## config.mk

```make
export PLATFORM = sky130hd
export DESIGN_NAME = grc_ctrl
export DESIGN_NICKNAME = d
export VERILOG_FILES = /design/src/sv/grc_pkg.sv /design/src/sv/grc_ctrl.sv
export VERILOG_INCLUDE_DIRS = /design/src /design/src/sv
export SDC_FILE = /design/constraint.sdc
export NUM_CORES = 1
export LEC_CHECK = 0
export BUFFER_PORTS_ARGS = -buffer_cell sky130_fd_sc_hd__buf_4
export CAP_MARGIN = 30
export CORE_MARGIN = 2
export CORE_UTILIZATION = 35
export DETAILED_ROUTE_END_ITERATION = 7
export PLACE_DENSITY = 0.68
export SLEW_MARGIN = 20
export SYNTH_ARGS = -nofsm -noshare
export SYNTH_HDL_FRONTEND = slang
export SYNTH_SLANG_ARGS = --single-unit
```

## constraint.sdc

```tcl
create_clock -name clk -period 5.9 [get_ports clk]
set_input_delay 0 -clock clk [delete_from_list [all_inputs] [get_ports clk]]
set_output_delay 0 -clock clk [all_outputs]
set_load 0.02 [all_outputs]
```

## src/sv/grid_ray_caster_macros.svh

```systemverilog
// ----------------------------------------------------------------------------
// Grid ray caster assertion macros
// Concurrent assertion wrappers; defining ASSERT_OFF compiles them away.
// ----------------------------------------------------------------------------
`ifndef GRID_RAY_CASTER_MACROS_SVH
`define GRID_RAY_CASTER_MACROS_SVH
`ifndef ASSERT_OFF
`define GRC_ASSERT(lbl, clk, rst, prop, msg) \
  lbl: assert property (@(posedge clk) disable iff (rst) prop) else $error(msg);
`define GRC_ASSERT_NR(lbl, clk, prop, msg) \
  lbl: assert property (@(posedge clk) prop) else $error(msg);
`else
`define GRC_ASSERT(lbl, clk, rst, prop, msg)
`define GRC_ASSERT_NR(lbl, clk, prop, msg)
`endif
`endif

```

## src/sv/grc_pkg.sv

```systemverilog
// ----------------------------------------------------------------------------
// Grid ray caster package
// Widths, constants, register indexes and controller/datapath interface types.
// ----------------------------------------------------------------------------
package grc_pkg;

  localparam int MAP_CELLS = 65536;
  localparam int MAX_STEPS = 512;
  localparam int CELL_BITS = 8;

  localparam int MAP_AW    = $clog2(MAP_CELLS);
  localparam int STEP_W    = $clog2(MAX_STEPS + 1);
  localparam int FRAC_W    = 16;
  localparam int Q_ONE     = 1 << FRAC_W;
  localparam int POS_W     = 24;
  localparam int POS_INT_W = POS_W - FRAC_W;
  localparam int VEC_W     = 18;
  localparam int MW_W      = 9;
  localparam int DW_W      = 13;
  localparam int COL_W     = 12;
  localparam int CIDX_W    = 16;
  localparam int CVAL_W    = 8;
  localparam int HIT_W     = 9;
  localparam int DIST_W    = 23;
  localparam int WF_W      = 16;

  localparam int CFG_IDX_W  = 3;
  localparam int CFG_DATA_W = 24;

  // Screen coordinate in Q.16: quotient below 2^29, minus one.
  localparam int C_W    = COL_W + FRAC_W + 2;
  localparam int PV_W   = VEC_W + C_W;
  localparam int V_W    = PV_W - FRAC_W + 1;
  localparam int MAG_W  = V_W - 1;
  localparam int LAST_W = FRAC_W + STEP_W;
  localparam int PROD_W = LAST_W + MAG_W;
  localparam int LO_W   = 17;
  localparam int DVD_W  = PROD_W;
  localparam int DVS_W  = MAG_W;
  localparam int COORD_W = $clog2((1 << POS_INT_W) + MAX_STEPS) + 1;
  localparam int IDX_W  = COORD_W + MW_W;

  localparam int DIST_SHIFT = 14;
  localparam int START_DIST = 246;
  localparam int DIST_MAX   = (1 << DIST_W) - 1;

  localparam int MAP_WIDTH_RST     = 64;
  localparam int DISPLAY_WIDTH_RST = 640;
  localparam int DIR_X_RST         = 65536;
  localparam int DIR_Y_RST         = 0;
  localparam int PLANE_X_RST       = 0;
  localparam int PLANE_Y_RST       = 43690;

  localparam logic [CFG_IDX_W-1:0] CFG_MAP_WIDTH     = 3'd0;
  localparam logic [CFG_IDX_W-1:0] CFG_DISPLAY_WIDTH = 3'd1;
  localparam logic [CFG_IDX_W-1:0] CFG_POS_X         = 3'd2;
  localparam logic [CFG_IDX_W-1:0] CFG_POS_Y         = 3'd3;
  localparam logic [CFG_IDX_W-1:0] CFG_DIR_X         = 3'd4;
  localparam logic [CFG_IDX_W-1:0] CFG_DIR_Y         = 3'd5;
  localparam logic [CFG_IDX_W-1:0] CFG_PLANE_X       = 3'd6;
  localparam logic [CFG_IDX_W-1:0] CFG_PLANE_Y       = 3'd7;

  localparam logic ACT_WRITE = 1'b0;
  localparam logic ACT_CAST  = 1'b1;

  typedef enum logic [1:0] {
    DIV_SEL_C    = 2'd0,
    DIV_SEL_DIST = 2'd1,
    DIV_SEL_WALL = 2'd2
  } div_sel_t;

  typedef struct packed {
    logic     ram_wr;
    logic     load_col;
    logic     div_start;
    div_sel_t div_sel;
    logic     cap_c;
    logic     mul_v;
    logic     set_v;
    logic     init;
    logic     mul_s;
    logic     addr;
    logic     step;
    logic     mul_lo;
    logic     mul_hi;
    logic     cap_d;
    logic     res_none;
    logic     res_start;
    logic     res_hit;
    logic     out_load;
  } grc_cmd_t;

  typedef struct packed {
    logic div_busy;
    logic div_done;
    logic oob;
    logic cell_nz;
    logic zero_ray;
    logic steps_done;
    logic out_free;
  } grc_sts_t;

endpackage

```

## src/sv/grc_ctrl.sv

```systemverilog
// ----------------------------------------------------------------------------
// Grid ray caster controller
// Sequences map writes, ray setup, the cell-by-cell walk, and the hit computations.
// ----------------------------------------------------------------------------
`include "grid_ray_caster_macros.svh"

module grc_ctrl
  import grc_pkg::*;
(
  input  logic     clk,
  input  logic     rst,
  input  logic     in_valid,
  input  logic     action,
  output logic     in_ready,
  input  grc_sts_t sts,
  output grc_cmd_t cmd
);

  typedef enum logic [16:0] {
    S_IDLE   = 17'h00001,
    S_DIV_C  = 17'h00002,
    S_WAIT_C = 17'h00004,
    S_MUL_V  = 17'h00008,
    S_SET_V  = 17'h00010,
    S_INIT   = 17'h00020,
    S_MUL_S  = 17'h00040,
    S_ADDR   = 17'h00080,
    S_TEST   = 17'h00100,
    S_STEP   = 17'h00200,
    S_MUL_LO = 17'h00400,
    S_MUL_HI = 17'h00800,
    S_DIV_D  = 17'h01000,
    S_WAIT_D = 17'h02000,
    S_DIV_W  = 17'h04000,
    S_WAIT_W = 17'h08000,
    S_FIN    = 17'h10000
  } state_t;

  state_t state;
  state_t state_next;
  logic   first;
  logic   first_next;

  always_ff @(posedge clk) begin
    if (rst) begin
      state <= S_IDLE;
      first <= 1'b0;
    end else begin
      state <= state_next;
      first <= first_next;
    end
  end

  always_comb begin
    state_next  = state;
    first_next  = first;
    cmd         = '0;
    cmd.div_sel = DIV_SEL_C;
    in_ready    = (state == S_IDLE);
    case (state)
      S_IDLE: begin
        if (in_valid) begin
          if (action == ACT_CAST) begin
            cmd.load_col = 1'b1;
            state_next   = S_DIV_C;
          end else begin
            cmd.ram_wr = 1'b1;
          end
        end
      end
      S_DIV_C: begin
        cmd.div_start = 1'b1;
        cmd.div_sel   = DIV_SEL_C;
        state_next    = S_WAIT_C;
      end
      S_WAIT_C: begin
        if (sts.div_done) begin
          cmd.cap_c  = 1'b1;
          state_next = S_MUL_V;
        end
      end
      S_MUL_V: begin
        cmd.mul_v  = 1'b1;
        state_next = S_SET_V;
      end
      S_SET_V: begin
        cmd.set_v  = 1'b1;
        state_next = S_INIT;
      end
      S_INIT: begin
        cmd.init   = 1'b1;
        first_next = 1'b1;
        state_next = S_MUL_S;
      end
      S_MUL_S: begin
        cmd.mul_s  = 1'b1;
        state_next = S_ADDR;
      end
      S_ADDR: begin
        cmd.addr   = 1'b1;
        state_next = S_TEST;
      end
      S_TEST: begin
        // The start cell is tested before the ray is known to be nonzero.
        if (sts.oob) begin
          cmd.res_none = 1'b1;
          state_next   = S_FIN;
        end else if (sts.cell_nz) begin
          if (first) begin
            cmd.res_start = 1'b1;
            state_next    = S_FIN;
          end else begin
            state_next = S_MUL_LO;
          end
        end else if ((first && sts.zero_ray) || (!first && sts.steps_done)) begin
          cmd.res_none = 1'b1;
          state_next   = S_FIN;
        end else begin
          state_next = S_STEP;
        end
      end
      S_STEP: begin
        cmd.step   = 1'b1;
        first_next = 1'b0;
        state_next = S_ADDR;
      end
      S_MUL_LO: begin
        cmd.mul_lo = 1'b1;
        state_next = S_MUL_HI;
      end
      S_MUL_HI: begin
        cmd.mul_hi = 1'b1;
        state_next = S_DIV_D;
      end
      S_DIV_D: begin
        cmd.div_start = 1'b1;
        cmd.div_sel   = DIV_SEL_DIST;
        state_next    = S_WAIT_D;
      end
      S_WAIT_D: begin
        if (sts.div_done) begin
          cmd.cap_d  = 1'b1;
          state_next = S_DIV_W;
        end
      end
      S_DIV_W: begin
        cmd.div_start = 1'b1;
        cmd.div_sel   = DIV_SEL_WALL;
        state_next    = S_WAIT_W;
      end
      S_WAIT_W: begin
        cmd.div_sel = DIV_SEL_WALL;
        if (sts.div_done) begin
          cmd.res_hit = 1'b1;
          state_next  = S_FIN;
        end
      end
      S_FIN: begin
        if (sts.out_free) begin
          cmd.out_load = 1'b1;
          state_next   = S_IDLE;
        end
      end
      default: begin
        state_next = S_IDLE;
      end
    endcase
  end

  `GRC_ASSERT(a_div_idle_start, clk, rst, cmd.div_start |-> !sts.div_busy, "divider restarted while busy")
  `GRC_ASSERT(a_done_in_wait, clk, rst, sts.div_done |-> (state == S_WAIT_C || state == S_WAIT_D || state == S_WAIT_W), "divider finished outside a wait state")
  `GRC_ASSERT(a_load_free, clk, rst, cmd.out_load |-> sts.out_free, "result loaded over a pending item")
  `GRC_ASSERT_NR(a_reset_idle, clk, rst |=> (state == S_IDLE), "controller not idle after reset")

endmodule

```

==> results of run 1 <==
==> metrics by stage <==
stage / setup slack (ps) / cell area [sq um] / hold slack [ps] / power [mW]
floorplan: 3710 / 1130 / 79.8 / 0.192
global placement: 3660 / 1390 / 270 / 0.219
detailed placement: 3610 / 1390 / 275 / 0.221
CTS: 3400 / 1490 / 56.0 / 0.303
global route: 3210 / 1490 / 90.7 / 0.319
finish: 3370 / 1490 / 61.0 / 0.302
==> power groups by stage <==
| stage | combinational, mW | sequential (mW) | clock (mW) |
|---|---|---|---|
| 2_1_floorplan | 0.0591 | 0.133 | 0 |
| 3_3_place_gp | 0.0850 | 0.134 | 0 |
| 3_5_place_dp | 0.0866 | 0.134 | 0 |
| 4_1_cts | 0.0897 | 0.131 | 0.0824 |
| 5_1_grt | 0.0989 | 0.132 | 0.0873 |
| 6_report | 0.0899 | 0.131 | 0.0804 |
==> per-layer routing <==
| metal | GRT usage | up-vias |
|---|---|---|
| li1 | - | 588 |
| met1 | 0.253 | 529 |
| met2 | 0.281 | 35 |
| met3 | 0.0213 | 7 |
| met4 | 0.0621 | 0 |
| met5 | 0 | - |
==> timing repair <==
item,CTS,global route
hold buffers,6,0
buffers inserted,0,0
endpoints found under the hold margin,9,0
gates resized for setup,0,0
==> flip-flops by register name (all words and copies together), names as in the netlist <==
| name | count |
|---|---|
| state | 17 |
| first | 1 |
==> kinds of logic after synthesis <==
| logic type | Yosys count | synth area share |
|---|---|---|
| DFF | 18 | 0.319 |
| xor gates and xnor gates | 5 | 0.0388 |
| AOI/OAI and AO/OA | 16 | 0.115 |
| buffers and inverters | 12 | 0.0421 |
| and+or+nand+nor | 90 | 0.476 |
| muxes | 1 | 0.00886 |
==> placed cells by master, fill, tap and decap left out, types with 2 or more instances in the layout <==
master          n
nor4b_1         2
clkbuf_4        3
xor2_1          3
nand3b_1        4
xnor2_1         2
nor4_1          4
nand4_1         2
dlygate4sd3_1   6
inv_1           9
nand2_1        11
nor2b_1         2
dfxtp_1        18
nor2_1         22
or3_1           5
nor4_4          2
nor3_1         17
a21oi_1         6
buf_4          29
nand3_1         6
nand2b_1        2
==> worst max-delay path: stages, from the launching register on <==
cell           delay, ps
dfxtp_1              390
nor4_4               450
nand4_4              290
or2_1                350
or3_1                340
nor2_1               110
dlygate4sd3_1        540
==> area by class of cell <==
cell class	count	area, sq um	share of cell area
tap	44	55.1	0.0371
timing repair buffer	35	278	0.187
sequential	18	360	0.243
clock buffer	4	36.3	0.0244
multi-input combinational	112	722	0.486
inverter	9	33.8	0.0227
==> path summary, 6_finish.rpt <==
kind                               start                endpoint  cells past startpoint
setup / recovery   state[4]$_SDFFE_PP0P_   state[9]$_SDFFE_PP0P_                      6
hold / removal                  in_valid   state[0]$_SDFFE_PP1P_                      3
setup reg to reg   state[4]$_SDFFE_PP0P_   state[9]$_SDFFE_PP0P_                      6
hold reg to reg   state[13]$_SDFFE_PP0P_  state[13]$_SDFFE_PP0P_                      2
==> impl_metrics.tcl, run 1 <==
set metrics [dict create \
    power.leakage_nw 0.605 \
    worstHoldPathType "in -> reg" \
    cts_tree "yes" \
    ys.flop_type "dfxtp_1" \
    ys_top_cells_by_area "dfxtp_1 32%, nor3_1 7.5%, nor2_1 7.3%, nor4_4 3.8%, nand2_1 3.7%" \
    synth_cells 142 \
    final_core_util 0.486 \
    grt_max_degree 16 \
    clk_latency_ps 300 \
    p_sw_mw 0.101 \
    synth_top_area_cell "dfxtp_1" \
    cp.arrival_ps 2790 \
    status "finished, final reports clean" \
    die_h_um 60.8 \
    timing.fmax_ghz 0.396 \
    die_w_um 60.8 \
    synth_warnings 0 \
    synth_cell_types 41 \
    syn-num-nets 153 \
    grt_util_all_layers 0.179 \
    post-route-period-util 0.428 \
    core_sq_um 3050 \
    drive_gt1_frac 0.236 \
    clock-root-buffer "clkbuf_4" \
    fillers 309 \
    max-clock-path-buffers 2 \
    r2r_setup_slack_ps 3370 \
    ys_seq_area_frac 0.319 \
    cp_max_fo 15 \
    skew_ps 2.36 \
    p_per_area_nw_per_um2 203 \
    final_net_count 190 \
    cts.htree.levels 1 \
    cp-start-kind "flip-flop" \
    period_needed_ps 2530 \
    drt_iter0_drc 38 \
    cp.required_ps 6160 \
    clk_pin_slew_ps 110 \
    synth.cell_area_sq_um 1130 \
    portBuffers 29 \
    grt_pass1_vias 1028 \
    pwr-share-seq 0.435 \
    routed_via_density 5.22 \
    tns_ps 0 \
    grt.overflow.total 0 \
    antenna_found_initial 0 \
    dr_wl_met3_um 113 \
    dp_cells 212 \
    n_antenna_cell 0 \
    clkSinkCount 18 \
    intPower_mw 0.201 \
    crit_path_end_kind "flip-flop" \
    path_class "reg -> reg" \
    syn_area_per_cell_sq_um 7.96 \
    met2_length_um 1390 \
    netSwitchingFraction 0.335 \
    ioPinCount 31 \
    synth-edff-count 0 \
    slew_viol_final 0 \
    highest_layer "met4" \
    drc 0 \
    async_reset_ff_frac 0 \
    finalSetupViolations 0 \
    synthTopCellsByCount "22 x nor2_1, 18 x dfxtp_1, 17 x nor3_1" \
    rows 20 \
    relSlewSlack 0.727 \
    drt-total-wl_um 2930 \
    drv_cap 0 \
    worst_pin_slew_ps 408 \
    yosysTopAreaCellShare 0.319 \
    ys_seq_elements 18 \
    clkPwrFrac 0.267 \
    hold_viol 0 \
    ant_nets 0 \
    die_area_sq_um 3700 \
    ir_drop_mv 0.0570 \
    comb_power_share 0.298 \
    first_pass_iters 4 \
    cts_buffers 3 \
    globalplace.congestion 0.905 \
    finalNonFillerCells 222 \
    area_growth_pct 31.5 \
    grt_setup_unrepaired "false" \
    wl_per_cell_um 13.2 \
    start_util 0.370 \
    wl_met1_um 1370 \
    yosysMostFrequentCell "nor2_1" \
    grt_pass1_wl_um 4920 \
    num_vias 1159 \
    hpwlAfterDp_um 2220 \
]
Power figures use the tool's default switching activity.
==> inputs of run 2 (changes only) <==
==> constraint.sdc (replaced) <==
create_clock -name clk -period 2.6 [get_ports clk]
set_input_delay 0 -clock clk [delete_from_list [all_inputs] [get_ports clk]]
set_output_delay 0 -clock clk [all_outputs]
set_load 0.02 [all_outputs]
==> run 2 against run 1 <==
  * Cell area increased by 0.51%
  * Via count is 0.60% higher
  * Clock-buffer cell count did not move
  * Critical path depth stayed put
  * Non-clock buffer count up 1
  * Worst setup slack worse by 3200 ps
  * Core utilization grew 0.25 points
  * Sequential power rose by 130%
  * Clock skew is 1.3 ps higher
  * Global-route usage is 0.95 points higher
  * Critical endpoint unchanged
  * Largest power group unchanged
==> impl_metrics.tcl, run 2 (same netlist as run 1, synthesis figures left out) <==
set metrics [dict create \
    grt.overflow.total 0 \
    grt_util_all_layers 0.188 \
    worstHoldPathType "in -> reg" \
    ir_drop_mv 0.149 \
    die_area_sq_um 3700 \
    clkSinkCount 18 \
    netSwitchingFraction 0.332 \
    die_h_um 60.8 \
    slew_viol_final 0 \
    pwr-share-seq 0.437 \
    post-route-period-util 0.922 \
    drive_gt1_frac 0.240 \
    timing.hold.ws_ps 64.2 \
    drc 0 \
    top_register "state" \
    grt_max_degree 16 \
    drv_cap 0 \
    cts_tree "yes" \
    clk_latency_ps 300 \
    reg2reg_to "state[9]$_SDFFE_PP0P_" \
    finalSetupViolations 0 \
    cp.required_ps 2850 \
    detailedPlace.worstSlack_ps 330 \
    final_net_count 191 \
    finalNonFillerCells 223 \
    r2r_setup_slack_ps 200 \
    comb_power_share 0.299 \
    start_util 0.370 \
    first_pass_iters 4 \
    relSlewSlack 0.727 \
    postLayoutCellArea_sq_um 1490 \
    p_per_area_nw_per_um2 456 \
    status "finished, final reports clean" \
    final.setup.worst_slack_ps 203 \
    portBuffers 29 \
    drt-total-wl_um 2940 \
    grt_setup_unrepaired "false" \
    clkPwrFrac 0.263 \
    final_cell_mix "30 x buf_4, 22 x nor2_1, 18 x dfxtp_1" \
    antenna_found_initial 0 \
    routed_via_density 5.23 \
    grt_pass1_vias 1094 \
    drt_iter0_drc 53 \
    num_vias 1166 \
    cp-endpoint "state[9]$_SDFFE_PP0P_" \
    cp-start-kind "flip-flop" \
    clock-root-buffer "clkbuf_4" \
    ioPinCount 31 \
    power.leakage_nw 0.610 \
    cp.arrival_ps 2650 \
    n_antenna_cell 0 \
    largest_register_ffs 17 \
    r2r_cells 6 \
    path_class "reg -> reg" \
    rows 20 \
    grt_pass1_wl_um 5150 \
    timing.fmax_ghz 0.417 \
    startpoint "state[5]$_SDFFE_PP0P_" \
    top_regs "state (17), first (1)" \
    r2r_start "state[5]$_SDFFE_PP0P_" \
    ant_nets 0 \
    max-clock-path-buffers 2 \
    core_sq_um 3050 \
    final_core_util 0.489 \
    tns_ps 0 \
    crit_path_end_kind "flip-flop" \
    p_sw_mw 0.226 \
    final_common_cell "buf_4" \
    wl_per_cell_um 13.2 \
    area_growth_pct 32.1 \
    cts_buffers 3 \
    globalplace.congestion 0.892 \
    period_needed_ps 2400 \
    intPower_mw 0.455 \
    skew_ps 3.70 \
    hold_viol 0 \
    dp_cells 212 \
    cts_resized 0 \
    cp_max_fo 15 \
    cts.htree.levels 1 \
    dpl_cell_area_sq_um 1390 \
    die_w_um 60.8 \
    power_mw 0.681 \
    hpwlAfterDp_um 2260 \
    clk_pin_slew_ps 110 \
    worst_pin_slew_ps 406 \
]
[run 2: changes by cell type in the layout (fill, tap and decap cells not counted)]
cell	previous run	this run
buf_4	29	30
[run 2: worst min path at each step]
stage,end,cells after the start,from
after floorplan,cmd[18],1,action
after CTS,state[0]$_SDFFE_PP1P_,3,in_valid
final,state[0]$_SDFFE_PP1P_,3,in_valid
after global routing,state[0]$_SDFFE_PP1P_,3,in_valid
after detailed placement,cmd[18],3,action
after global placement,state[13]$_SDFFE_PP0P_,2,rst
[run 2: routing by layer]
| metal | routed length (um) | GRT usage |
|---|---|---|
| met1 | 1300 | 0.242 |
| met4 | 50 | 0.0839 |
| met5 | 0 | 0 |
| met3 | 158 | 0.0256 |
| met2 | 1430 | 0.313 |
[run 2: layout make-up]
cell class | count | area, sq um
clock buffer | 4 | 36.3
fill | 308 | 1560
inverter | 9 | 33.8
multi-input combinational | 112 | 722
sequential | 18 | 360
tap | 44 | 55.1
timing repair buffer | 36 | 285
[run 2: critical path: stages, from the launching register on]
cell and delay [ps]:
dfxtp_1 390, nor4_4 360, nand4_4 270, or2_1 350, or3_1 340, nor2_1 100
dlygate4sd3_1 530
[run 2: power groups by stage]
stage / clock, mW / sequential (mW) / combinational [mW]
after global routing: 0.201 / 0.300 / 0.229
after detailed placement: 0 / 0.304 / 0.196
after global placement: 0 / 0.304 / 0.192
after floorplan: 0 / 0.302 / 0.134
after CTS: 0.184 / 0.298 / 0.203
final: 0.179 / 0.298 / 0.204
[run 2: what timing repair did]
action                                 4_1_cts  5_1_grt
setup buffers                                0        1
endpoints found under the hold margin        9        0
hold buffers                                 6        0
setup endpoints to repair                    0        1
